`src/rtl/core/srle_pkg.sv`:
```
`timescale 1ns / 1ps
// ----------------------------------------------------------------------------
// srle_pkg
// Shared types and codes for the run-length sprite run decoder.
// ----------------------------------------------------------------------------
package srle_pkg;

  localparam int COORD_BITS_DEF = 16;
  localparam int COORD_W        = 16;
  localparam int BYTE_W         = 8;
  localparam int MODE_W         = 3;
  localparam int KIND_W         = 2;

  localparam logic [MODE_W-1:0] MODE_CMD        = 3'd0;
  localparam logic [MODE_W-1:0] MODE_LIT        = 3'd1;
  localparam logic [MODE_W-1:0] MODE_SH_FIRST   = 3'd2;
  localparam logic [MODE_W-1:0] MODE_SH_COUNT   = 3'd3;
  localparam logic [MODE_W-1:0] MODE_CNT_COLOUR = 3'd4;
  localparam logic [MODE_W-1:0] MODE_REPEAT     = 3'd5;

  localparam logic [KIND_W-1:0] KIND_COLOUR = 2'd0;
  localparam logic [KIND_W-1:0] KIND_SHADOW = 2'd1;
  localparam logic [KIND_W-1:0] KIND_END    = 2'd2;

  localparam logic [BYTE_W-1:0] CODE_NEWLINE    = 8'h00;
  localparam logic [BYTE_W-1:0] CODE_END        = 8'h80;
  localparam logic [BYTE_W-1:0] CODE_SHADOW     = 8'hC0;
  localparam logic [BYTE_W-1:0] CODE_CNT_COLOUR = 8'hC1;

  typedef struct packed {
    logic [KIND_W-1:0]  run_kind;
    logic [COORD_W-1:0] start_x;
    logic [COORD_W-1:0] start_y;
    logic [BYTE_W-1:0]  run_length;
    logic [BYTE_W-1:0]  colour_index;
    logic               truncated;
    logic               sprite_done;
  } res_t;

  typedef struct packed {
    logic emit;
    logic close;
  } ctl_t;

endpackage

```
`src/rtl/core/srle_decode.sv`:
```
`timescale 1ns / 1ps
// ----------------------------------------------------------------------------
// srle_decode
// Next-state and run result logic for one code byte.
// ----------------------------------------------------------------------------
module srle_decode #(
  parameter int COORD_BITS = srle_pkg::COORD_BITS_DEF
) (
  input  logic [srle_pkg::MODE_W-1:0] mode,
  input  logic [srle_pkg::BYTE_W-1:0] pend,
  input  logic [COORD_BITS-1:0]       cursor_x,
  input  logic [COORD_BITS-1:0]       cursor_y,
  input  logic [srle_pkg::BYTE_W-1:0] code_byte,
  input  logic                        final_byte,
  output logic [srle_pkg::MODE_W-1:0] mode_next,
  output logic [srle_pkg::BYTE_W-1:0] pend_next,
  output logic [COORD_BITS-1:0]       cursor_x_next,
  output logic [COORD_BITS-1:0]       cursor_y_next,
  output srle_pkg::res_t              res,
  output srle_pkg::ctl_t              ctl
);

  logic [srle_pkg::KIND_W-1:0] kind;
  logic [srle_pkg::BYTE_W-1:0] len;
  logic [srle_pkg::BYTE_W-1:0] col;
  logic [srle_pkg::MODE_W-1:0] mode_d;
  logic [srle_pkg::BYTE_W-1:0] pend_d;
  logic                        newline;
  logic                        end_code;
  logic                        skip;
  logic                        have;
  logic                        close;
  logic [srle_pkg::BYTE_W-1:0] x_amt;
  logic [COORD_BITS:0]         sum_x;
  logic [COORD_BITS:0]         sum_y;
  logic [COORD_BITS-1:0]       sat_x;
  logic [COORD_BITS-1:0]       sat_y;
  logic [COORD_BITS-1:0]       cx_upd;
  logic [COORD_BITS-1:0]       cy_upd;

  always_comb begin
    kind     = srle_pkg::KIND_COLOUR;
    len      = '0;
    col      = '0;
    mode_d   = mode;
    pend_d   = pend;
    newline  = 1'b0;
    end_code = 1'b0;
    skip     = 1'b0;
    case (mode)
      srle_pkg::MODE_LIT: begin
        len = 8'd1;
        col = code_byte;
        if (pend <= 8'd1) begin
          pend_d = '0;
          mode_d = srle_pkg::MODE_CMD;
        end else begin
          pend_d = pend - 8'd1;
        end
      end
      srle_pkg::MODE_SH_FIRST: begin
        if (code_byte[1:0] != 2'd0) begin
          kind   = srle_pkg::KIND_SHADOW;
          len    = {6'd0, code_byte[1:0]};
          mode_d = srle_pkg::MODE_CMD;
        end else begin
          mode_d = srle_pkg::MODE_SH_COUNT;
        end
      end
      srle_pkg::MODE_SH_COUNT: begin
        kind   = srle_pkg::KIND_SHADOW;
        len    = code_byte;
        mode_d = srle_pkg::MODE_CMD;
      end
      srle_pkg::MODE_CNT_COLOUR: begin
        pend_d = code_byte;
        mode_d = srle_pkg::MODE_REPEAT;
      end
      srle_pkg::MODE_REPEAT: begin
        len    = pend;
        col    = code_byte;
        pend_d = '0;
        mode_d = srle_pkg::MODE_CMD;
      end
      default: begin
        mode_d = srle_pkg::MODE_CMD;
        if (code_byte == srle_pkg::CODE_NEWLINE) begin
          newline = 1'b1;
        end else if (code_byte inside {[8'h01:8'h7F]}) begin
          pend_d = code_byte;
          mode_d = srle_pkg::MODE_LIT;
        end else if (code_byte == srle_pkg::CODE_END) begin
          end_code = 1'b1;
        end else if (code_byte inside {[8'h81:8'hBF]}) begin
          skip = 1'b1;
        end else if (code_byte == srle_pkg::CODE_SHADOW) begin
          mode_d = srle_pkg::MODE_SH_FIRST;
        end else if (code_byte == srle_pkg::CODE_CNT_COLOUR) begin
          mode_d = srle_pkg::MODE_CNT_COLOUR;
        end else begin
          pend_d = code_byte - srle_pkg::CODE_SHADOW;
          mode_d = srle_pkg::MODE_REPEAT;
        end
      end
    endcase
  end

  assign have  = (len != '0);
  assign x_amt = skip ? (code_byte - srle_pkg::CODE_END) : len;
  assign sum_x = {1'b0, cursor_x} + (COORD_BITS+1)'(x_amt);
  assign sum_y = {1'b0, cursor_y} + (COORD_BITS+1)'(1'b1);
  assign sat_x = sum_x[COORD_BITS] ? '1 : sum_x[COORD_BITS-1:0];
  assign sat_y = sum_y[COORD_BITS] ? '1 : sum_y[COORD_BITS-1:0];

  // cursor after this byte, before any sprite close
  assign cx_upd = newline ? '0 : ((have | skip) ? sat_x : cursor_x);
  assign cy_upd = newline ? sat_y : cursor_y;

  assign close = end_code | final_byte;
  assign ctl   = {have | close, close};

  always_comb begin
    if (close) begin
      mode_next     = srle_pkg::MODE_CMD;
      pend_next     = '0;
      cursor_x_next = '0;
      cursor_y_next = '0;
    end else begin
      mode_next     = mode_d;
      pend_next     = pend_d;
      cursor_x_next = cx_upd;
      cursor_y_next = cy_upd;
    end
  end

  always_comb begin
    res.truncated   = final_byte & ~end_code;
    res.sprite_done = close;
    if (have) begin
      res.start_x      = srle_pkg::COORD_W'(cursor_x);
      res.start_y      = srle_pkg::COORD_W'(cursor_y);
      res.run_kind     = kind;
      res.run_length   = len;
      res.colour_index = col;
    end else begin
      // end result sits at the cursor left by a line or skip code
      res.start_x      = srle_pkg::COORD_W'(cx_upd);
      res.start_y      = srle_pkg::COORD_W'(cy_upd);
      res.run_kind     = srle_pkg::KIND_END;
      res.run_length   = '0;
      res.colour_index = '0;
    end
  end

endmodule

```
`src/rtl/core/sprite_rle_run_decoder_top.sv`:
```
`timescale 1ns / 1ps
// ----------------------------------------------------------------------------
// sprite_rle_run_decoder_top
// Decodes a run-length sprite byte stream into pixel runs.
//
//   channel  handshake            payload
//   in       in_valid / in_ready   code_byte, final_byte
//   out      out_valid / out_ready run_kind, start_x, start_y, run_length,
//                                  colour_index, truncated, sprite_done
//
// one byte per cycle while in_ready is high; a run appears at the output in the
// cycle after its byte is accepted; the result register is the only pipeline
// stage, and decode state updates on every accepted byte
// in_ready drops only while a result is held and out_ready is low
// reset returns the decoder to command mode at cursor (0, 0) and empties
// the result register
// ----------------------------------------------------------------------------
module sprite_rle_run_decoder_top #(
  parameter int COORD_BITS = srle_pkg::COORD_BITS_DEF
) (
  input  logic                         clk,
  input  logic                         rst,
  input  logic                         in_valid,
  output logic                         in_ready,
  input  logic [srle_pkg::BYTE_W-1:0]  code_byte,
  input  logic                         final_byte,
  output logic                         out_valid,
  input  logic                         out_ready,
  output logic [srle_pkg::KIND_W-1:0]  run_kind,
  output logic [srle_pkg::COORD_W-1:0] start_x,
  output logic [srle_pkg::COORD_W-1:0] start_y,
  output logic [srle_pkg::BYTE_W-1:0]  run_length,
  output logic [srle_pkg::BYTE_W-1:0]  colour_index,
  output logic                         truncated,
  output logic                         sprite_done
);

  logic [srle_pkg::MODE_W-1:0] mode;
  logic [srle_pkg::MODE_W-1:0] mode_next;
  logic [srle_pkg::BYTE_W-1:0] pend;
  logic [srle_pkg::BYTE_W-1:0] pend_next;
  logic [COORD_BITS-1:0]       cursor_x;
  logic [COORD_BITS-1:0]       cursor_x_next;
  logic [COORD_BITS-1:0]       cursor_y;
  logic [COORD_BITS-1:0]       cursor_y_next;
  srle_pkg::res_t              res_next;
  srle_pkg::res_t              res;
  srle_pkg::ctl_t              ctl;
  logic                        accept;

  assign in_ready = ~out_valid | out_ready;
  assign accept   = in_valid & in_ready;

  srle_decode #(
    .COORD_BITS(COORD_BITS)
  ) u_decode (
    .mode          (mode),
    .pend          (pend),
    .cursor_x      (cursor_x),
    .cursor_y      (cursor_y),
    .code_byte     (code_byte),
    .final_byte    (final_byte),
    .mode_next     (mode_next),
    .pend_next     (pend_next),
    .cursor_x_next (cursor_x_next),
    .cursor_y_next (cursor_y_next),
    .res           (res_next),
    .ctl           (ctl)
  );

  always_ff @(posedge clk) begin
    if (rst) begin
      mode     <= srle_pkg::MODE_CMD;
      pend     <= '0;
      cursor_x <= '0;
      cursor_y <= '0;
    end else if (accept) begin
      mode     <= mode_next;
      pend     <= pend_next;
      cursor_x <= cursor_x_next;
      cursor_y <= cursor_y_next;
    end
  end

  always_ff @(posedge clk) begin
    if (rst) begin
      out_valid <= 1'b0;
    end else if (accept && ctl.emit) begin
      out_valid <= 1'b1;
    end else if (out_ready) begin
      out_valid <= 1'b0;
    end
  end

  always_ff @(posedge clk) begin
    if (accept && ctl.emit) begin
      res <= res_next;
    end
  end

  assign run_kind     = res.run_kind;
  assign start_x      = res.start_x;
  assign start_y      = res.start_y;
  assign run_length   = res.run_length;
  assign colour_index = res.colour_index;
  assign truncated    = res.truncated;
  assign sprite_done  = res.sprite_done;

`ifndef SYNTHESIS
  a_reset_empty: assert property (@(posedge clk) rst |=> !out_valid)
    else $error("result register not empty after reset");

  a_close_resets: assert property (@(posedge clk) disable iff (rst)
    accept && ctl.close |=> mode == srle_pkg::MODE_CMD && pend == '0 &&
      cursor_x == '0 && cursor_y == '0)
    else $error("decoder state not cleared after sprite close");

  a_end_fields: assert property (@(posedge clk) disable iff (rst)
    out_valid && run_kind == srle_pkg::KIND_END |->
      run_length == '0 && colour_index == '0 && sprite_done)
    else $error("bad end result fields");

  a_run_nonzero: assert property (@(posedge clk) disable iff (rst)
    out_valid && run_kind != srle_pkg::KIND_END |-> run_length != '0)
    else $error("pixel run of zero length");

  a_trunc_done: assert property (@(posedge clk) disable iff (rst)
    out_valid && truncated |-> sprite_done)
    else $error("truncated result does not close the sprite");
`endif

endmodule
```
`config.mk`:
```
export PLATFORM = sky130hd
export DESIGN_NAME = sprite_rle_run_decoder_top
export DESIGN_NICKNAME = d
export VERILOG_FILES = /design/src/rtl/core/srle_pkg.sv /design/src/rtl/core/srle_decode.sv /design/src/rtl/core/sprite_rle_run_decoder_top.sv
export SDC_FILE = /design/constraint.sdc
export NUM_CORES = 1
export LEC_CHECK = 0
export ABC_CLOCK_PERIOD_IN_PS = 6500
export BUFFER_PORTS_ARGS = -buffer_cell sky130_fd_sc_hd__buf_2
export CORE_MARGIN = 3
export CORE_UTILIZATION = 45
export CTS_BUF_LIST = sky130_fd_sc_hd__clkbuf_8 sky130_fd_sc_hd__clkbuf_16
export DETAILED_ROUTE_END_ITERATION = 7
export PLACE_DENSITY = 0.65
export SLEW_MARGIN = 20
export SYNTH_ARGS = -nofsm -noshare
export SYNTH_HDL_FRONTEND = slang
export SYNTH_HIERARCHICAL = 1
export SYNTH_SLANG_ARGS = --single-unit
```
`constraint.sdc`:
```
create_clock -name clk -period 6.5 [get_ports clk]
set_input_delay 0.975 -clock clk [delete_from_list [all_inputs] [get_ports clk]]
set_output_delay 0.975 -clock clk [all_outputs]
set_load 0.005 [all_outputs]
```
# Word level (Yosys, flattened, before mapping)
# Index checks and enable logic that the tools add are counted.
# W data, S select, Z words.
# word_totals
ff_bits	96
inputBits	13
elab_cells	105
# op_classes
add_sub_neg	5
n_lt_le_gt_ge	5
n_eq_ne	15
muxes	46
bitwise	8
n_reduce_logical	14
# ops
operator	n
$mux W16	7
$mux W8	10
$pmux W8 S4	2
$mux W48	1
$eq A8 B8 Y1 const B	3
$ne A6 B4 Y1 const B	4
$mux W3	7
$add A16 B1 Y17 const B	1
$add A16 B8 Y17	1
$sub A8 B8 Y8 const B	2
$mux W1	15
$pmux W3 S4	1
$ge A8 B1 Y1 const B	1
$ge A8 B8 Y1 const B	1
$le A8 B1 Y1 const B	1
$le A8 B7 Y1 const B	1
$le A8 B8 Y1 const B	1
$logic_not A8 Y1	1
$reduce_bool A8 Y1	1
$sub A8 B1 Y8 const B	1
$reduce_and A7 Y1	1
$eq A3 B2 Y1 const B	2
$eq A3 B3 Y1 const B	2
$reduce_or A2 Y1	3
13 further kinds	23

# Longest topological paths before layout
# depth
depth_word	13
mapped_depth	21
mapped_depth_nobuf	19

# By module
# Netlist, hierarchy kept.
# modules_own_cells
mod	instances	cells_per_inst	area_per_inst_um2	seq_area_each_um2
sprite_rle_run_decoder_top	1	254	3671.0	2442.3
srle_decode	1	485	3009.1	0.0

# Worst setup path after synthesis
# OpenSTA, ideal clock, no wires.
# synth_timing
path_kind	input to register
startpoint	input code_byte[1] (netlist name)
endpoint	register res, in the netlist colour_index[0] (enable)
setup_time_ns	0.468
t_arrival_ns	4.471
required_ns	6.032
setup_slack_ns	1.561
cell_stages	9
n_path_buf	2
path_cell_list	clkbuf_1 > nor2_1 > a31oi_1 > nand2_1 > a41o_1 > clkbuf_1 > nand2b_1 > nand2_1 > nor2b_1
# synth_lines
item	line	text
from (decl)	sprite_rle_run_decoder_top.sv:25	input logic [srle_pkg::BYTE_W-1:0] code_byte,
to (signal assigned)	sprite_rle_run_decoder_top.sv:97	res <= res_next;
to (decl)	sprite_rle_run_decoder_top.sv:47	srle_pkg::res_t res;

# Worst setup path after layout
# layout_timing
startpoint	input code_byte[6] (netlist name)
endpoint	register cursor_x[6]
# layout_via
elab_chain_len	13
word_cells_on_any_way	30
# layout_lines
item	line	text
$ge A8 B8 Y1 / $le A8 B8 Y1 (equally long branches)	srle_decode.sv:94	end else if (code_byte inside {[8'h81:8'hBF]}) begin
$logic_and A1 B1 Y1	srle_decode.sv:94	
$mux W1	srle_decode.sv:94	
$mux W1	srle_decode.sv:92	end else if (code_byte == srle_pkg::CODE_END) begin
$mux W1	srle_decode.sv:89	end else if (code_byte inside {[8'h01:8'h7F]}) begin
$mux W1	srle_decode.sv:87	if (code_byte == srle_pkg::CODE_NEWLINE) begin
$mux W1	srle_decode.sv:50	case (mode)
$mux W8	srle_decode.sv:109	assign x_amt = skip ? (code_byte - srle_pkg::CODE_END) : len;
$add A16 B8 Y17	srle_decode.sv:110	assign sum_x = {1'b0, cursor_x} + (COORD_BITS+1)'(x_amt);
$mux W16	srle_decode.sv:112	assign sat_x = sum_x[COORD_BITS] ? '1 : sum_x[COORD_BITS-1:0];
$mux W16 (2 in a row)	srle_decode.sv:116	assign cx_upd = newline ? '0 : ((have | skip) ? sat_x : cursor_x);
$mux W16 (*)	srle_decode.sv:123	if (close) begin
net cursor_x_next[6]	sprite_rle_run_decoder_top.sv:43	logic [COORD_BITS-1:0] cursor_x_next;
to (signal assigned)	sprite_rle_run_decoder_top.sv:80	cursor_x <= cursor_x_next;
to (decl)	sprite_rle_run_decoder_top.sv:42	logic [COORD_BITS-1:0] cursor_x;
# The timed path passes the listed nets; every way through them passes the cells marked *.
# A chain may end at the register's enable or synchronous reset.

==> flow_metrics.tcl <==
set metrics [dict create \
    fmax_mhz 191 \
    holdBufCountCts 0 \
    worst_slack_ns 1.26 \
    p_per_area_nw_per_um2 197 \
    cts_root_buf "clkbuf_16" \
    netlist_area_um2 6670 \
    cts_resized 0 \
    arrival_ns 5.53 \
    dp_hpwl_um 11900 \
    tightest_slew_ns 0.903 \
    pin_count 67 \
    postCtsSetupRepairBufs 0 \
    grt_pass1_vias 5723 \
    clk_pin_slew_ns 0.07 \
    chipHeight_um 128 \
    mostFrequentLayoutCells "buf_2 (65), nor2_1 (56), nand2_1 (54), nand2b_1 (54), edfxtp_1 (52)" \
    viasPerCell 6.27 \
    finalSetupViolCount 0 \
    drv_slew 0 \
    area_growth_syn_to_layout_pct 9.04 \
    fin_util_pct 51.2 \
    worstHoldPathType "reg -> reg" \
    fin_tns_setup_ns 0 \
    syn_area_per_cell_um2 9.04 \
    rsz0062_at_grt "false" \
    drtAntennaViolNets 0 \
    p_leak_uw 0.00266 \
    dr.pass1.iters 5 \
    cts_buffers 9 \
    grt_max_degree 88 \
    htree_levels 3 \
    syn-num-nets 770 \
    wl_per_cell_um 19.2 \
    wl_um 18200 \
    nets 797 \
    cts_tree "built" \
    yosysWarnings 6 \
    cap_violations 0 \
    core_area_um2 14200 \
    initial_core_util_pct 47.0 \
    max-vdd-ir-drop_v 0.000125 \
    diodes 0 \
    finalPower_uw 1440 \
    post-place-ws_ns 1.02 \
    gp_congestion 0.958 \
    insertion_delay_ns 0.36 \
    antenna_found_initial 0 \
    drt-initial-drc-count 591 \
    num_vias 5953 \
    dieArea_um2 16300 \
    criticalPathCategory "in -> reg" \
    hold_viol_final 0 \
    grt_pass1_wl_um 29400 \
    design_area_um2 7280 \
    portBuffers 66 \
    worstPathMaxFanout 13 \
    fillers 1389 \
    crit_required_ns 6.79 \
    worst_setup_path_start_kind "primary input" \
    rows 43 \
    cts_buffer_depth 2 \
    status "complete, no violations" \
    synthCells 738 \
    register_area_um2 2440 \
    layout-drive-gt1-share_pct 20.4 \
    post-route-period-util_pct 80.5 \
    period_needed_ns 5.24 \
    relSlewSlack_pct 39.3 \
    multi_input_area_um2 3860 \
    drc 0 \
    cp-end-kind "flip-flop" \
    grtUsageTotal_pct 22.3 \
    cts.sinks 96 \
    finClkSkew_ns 0.00813 \
    fp.dieW_um 128 \
    final_common_cell "buf_2" \
    overflow 0 \
    dpl_cell_area_um2 6970 \
]
-- area by class of cell --
type | count | area share [%]
well taps | 180 | 3.10
multi-input cells | 571 | 53.1
inverters | 14 | 0.722
repair buffers | 73 | 5.30
flip-flops and latches | 96 | 33.6
clock buffers | 11 | 3.47
clock inverters | 5 | 0.757
-- flip-flops by register name (all words and copies together), names as in the netlist --
signal        flops
cursor_x         16
cursor_y         16
start_x          16
start_y          16
colour_index      8
pend              8
run_length        8
mode              3
run_kind          2
out_valid         1
sprite_done       1
truncated         1
-- worst paths after layout --
check	slack [ns]	to	start	cells past startpoint
setup / recovery	1.26	cursor_x[6]$_SDFFE_PP0P_	code_byte[6]	20
setup reg to reg	1.46	cursor_x[6]$_SDFFE_PP0P_	mode[1]$_SDFFE_PP0P_	18
hold / removal	0.52	cursor_y[12]$_SDFFE_PP0P_	cursor_y[12]$_SDFFE_PP0P_	2
hold reg to reg	0.52	cursor_y[12]$_SDFFE_PP0P_	cursor_y[12]$_SDFFE_PP0P_	2
-- critical path, stage by stage --
cell       delay (ns)
buf_2            0.15
inv_1            0.14
ha_1             0.28
nor2b_1          0.16
a31oi_1          0.09
a21o_1           0.24
or2_2            0.42
mux2_2           0.27
ha_1             0.19
inv_1            0.06
fa_1             0.40
nor2b_1          0.18
o2111ai_1        0.13
nand3_1          0.16
o21ai_0          0.23
o21ai_1          0.73
o221ai_1         0.31
nor2_1           0.18
nand4b_1         0.13
o21ai_2          0.09
-- power by group --
group          leakage, uW  switching (uW)  internal [uW]
clock             0.000150             240            318
combinational      0.00165             129           70.4
sequential        0.000861            15.5            662
total              0.00266             385           1050
-- stage by stage --
stage | std cells | hold slack, ns
2_1_floorplan | 738 | 0.452
3_3_place_gp | 934 | 0.501
3_5_place_dp | 934 | 0.511
4_1_cts | 950 | 0.523
5_1_grt | 950 | 0.538
6_report | 950 | 0.522
-- routing by layer --
| layer | wire, um | GRT usage (%) | part of all wire (%) | up-vias |
|---|---|---|---|---|
| met5 | 0 | 0 | 0 | - |
| met4 | 404 | 8.74 | 2.2 | 0 |
| met3 | 940 | 3.17 | 5.2 | 25 |
| met2 | 8830 | 37.3 | 48 | 180 |
| met1 | 8030 | 29.2 | 44 | 2929 |
| li1 | - | - | - | 2819 |
Note: power is estimated with default switching activity, not from simulation.
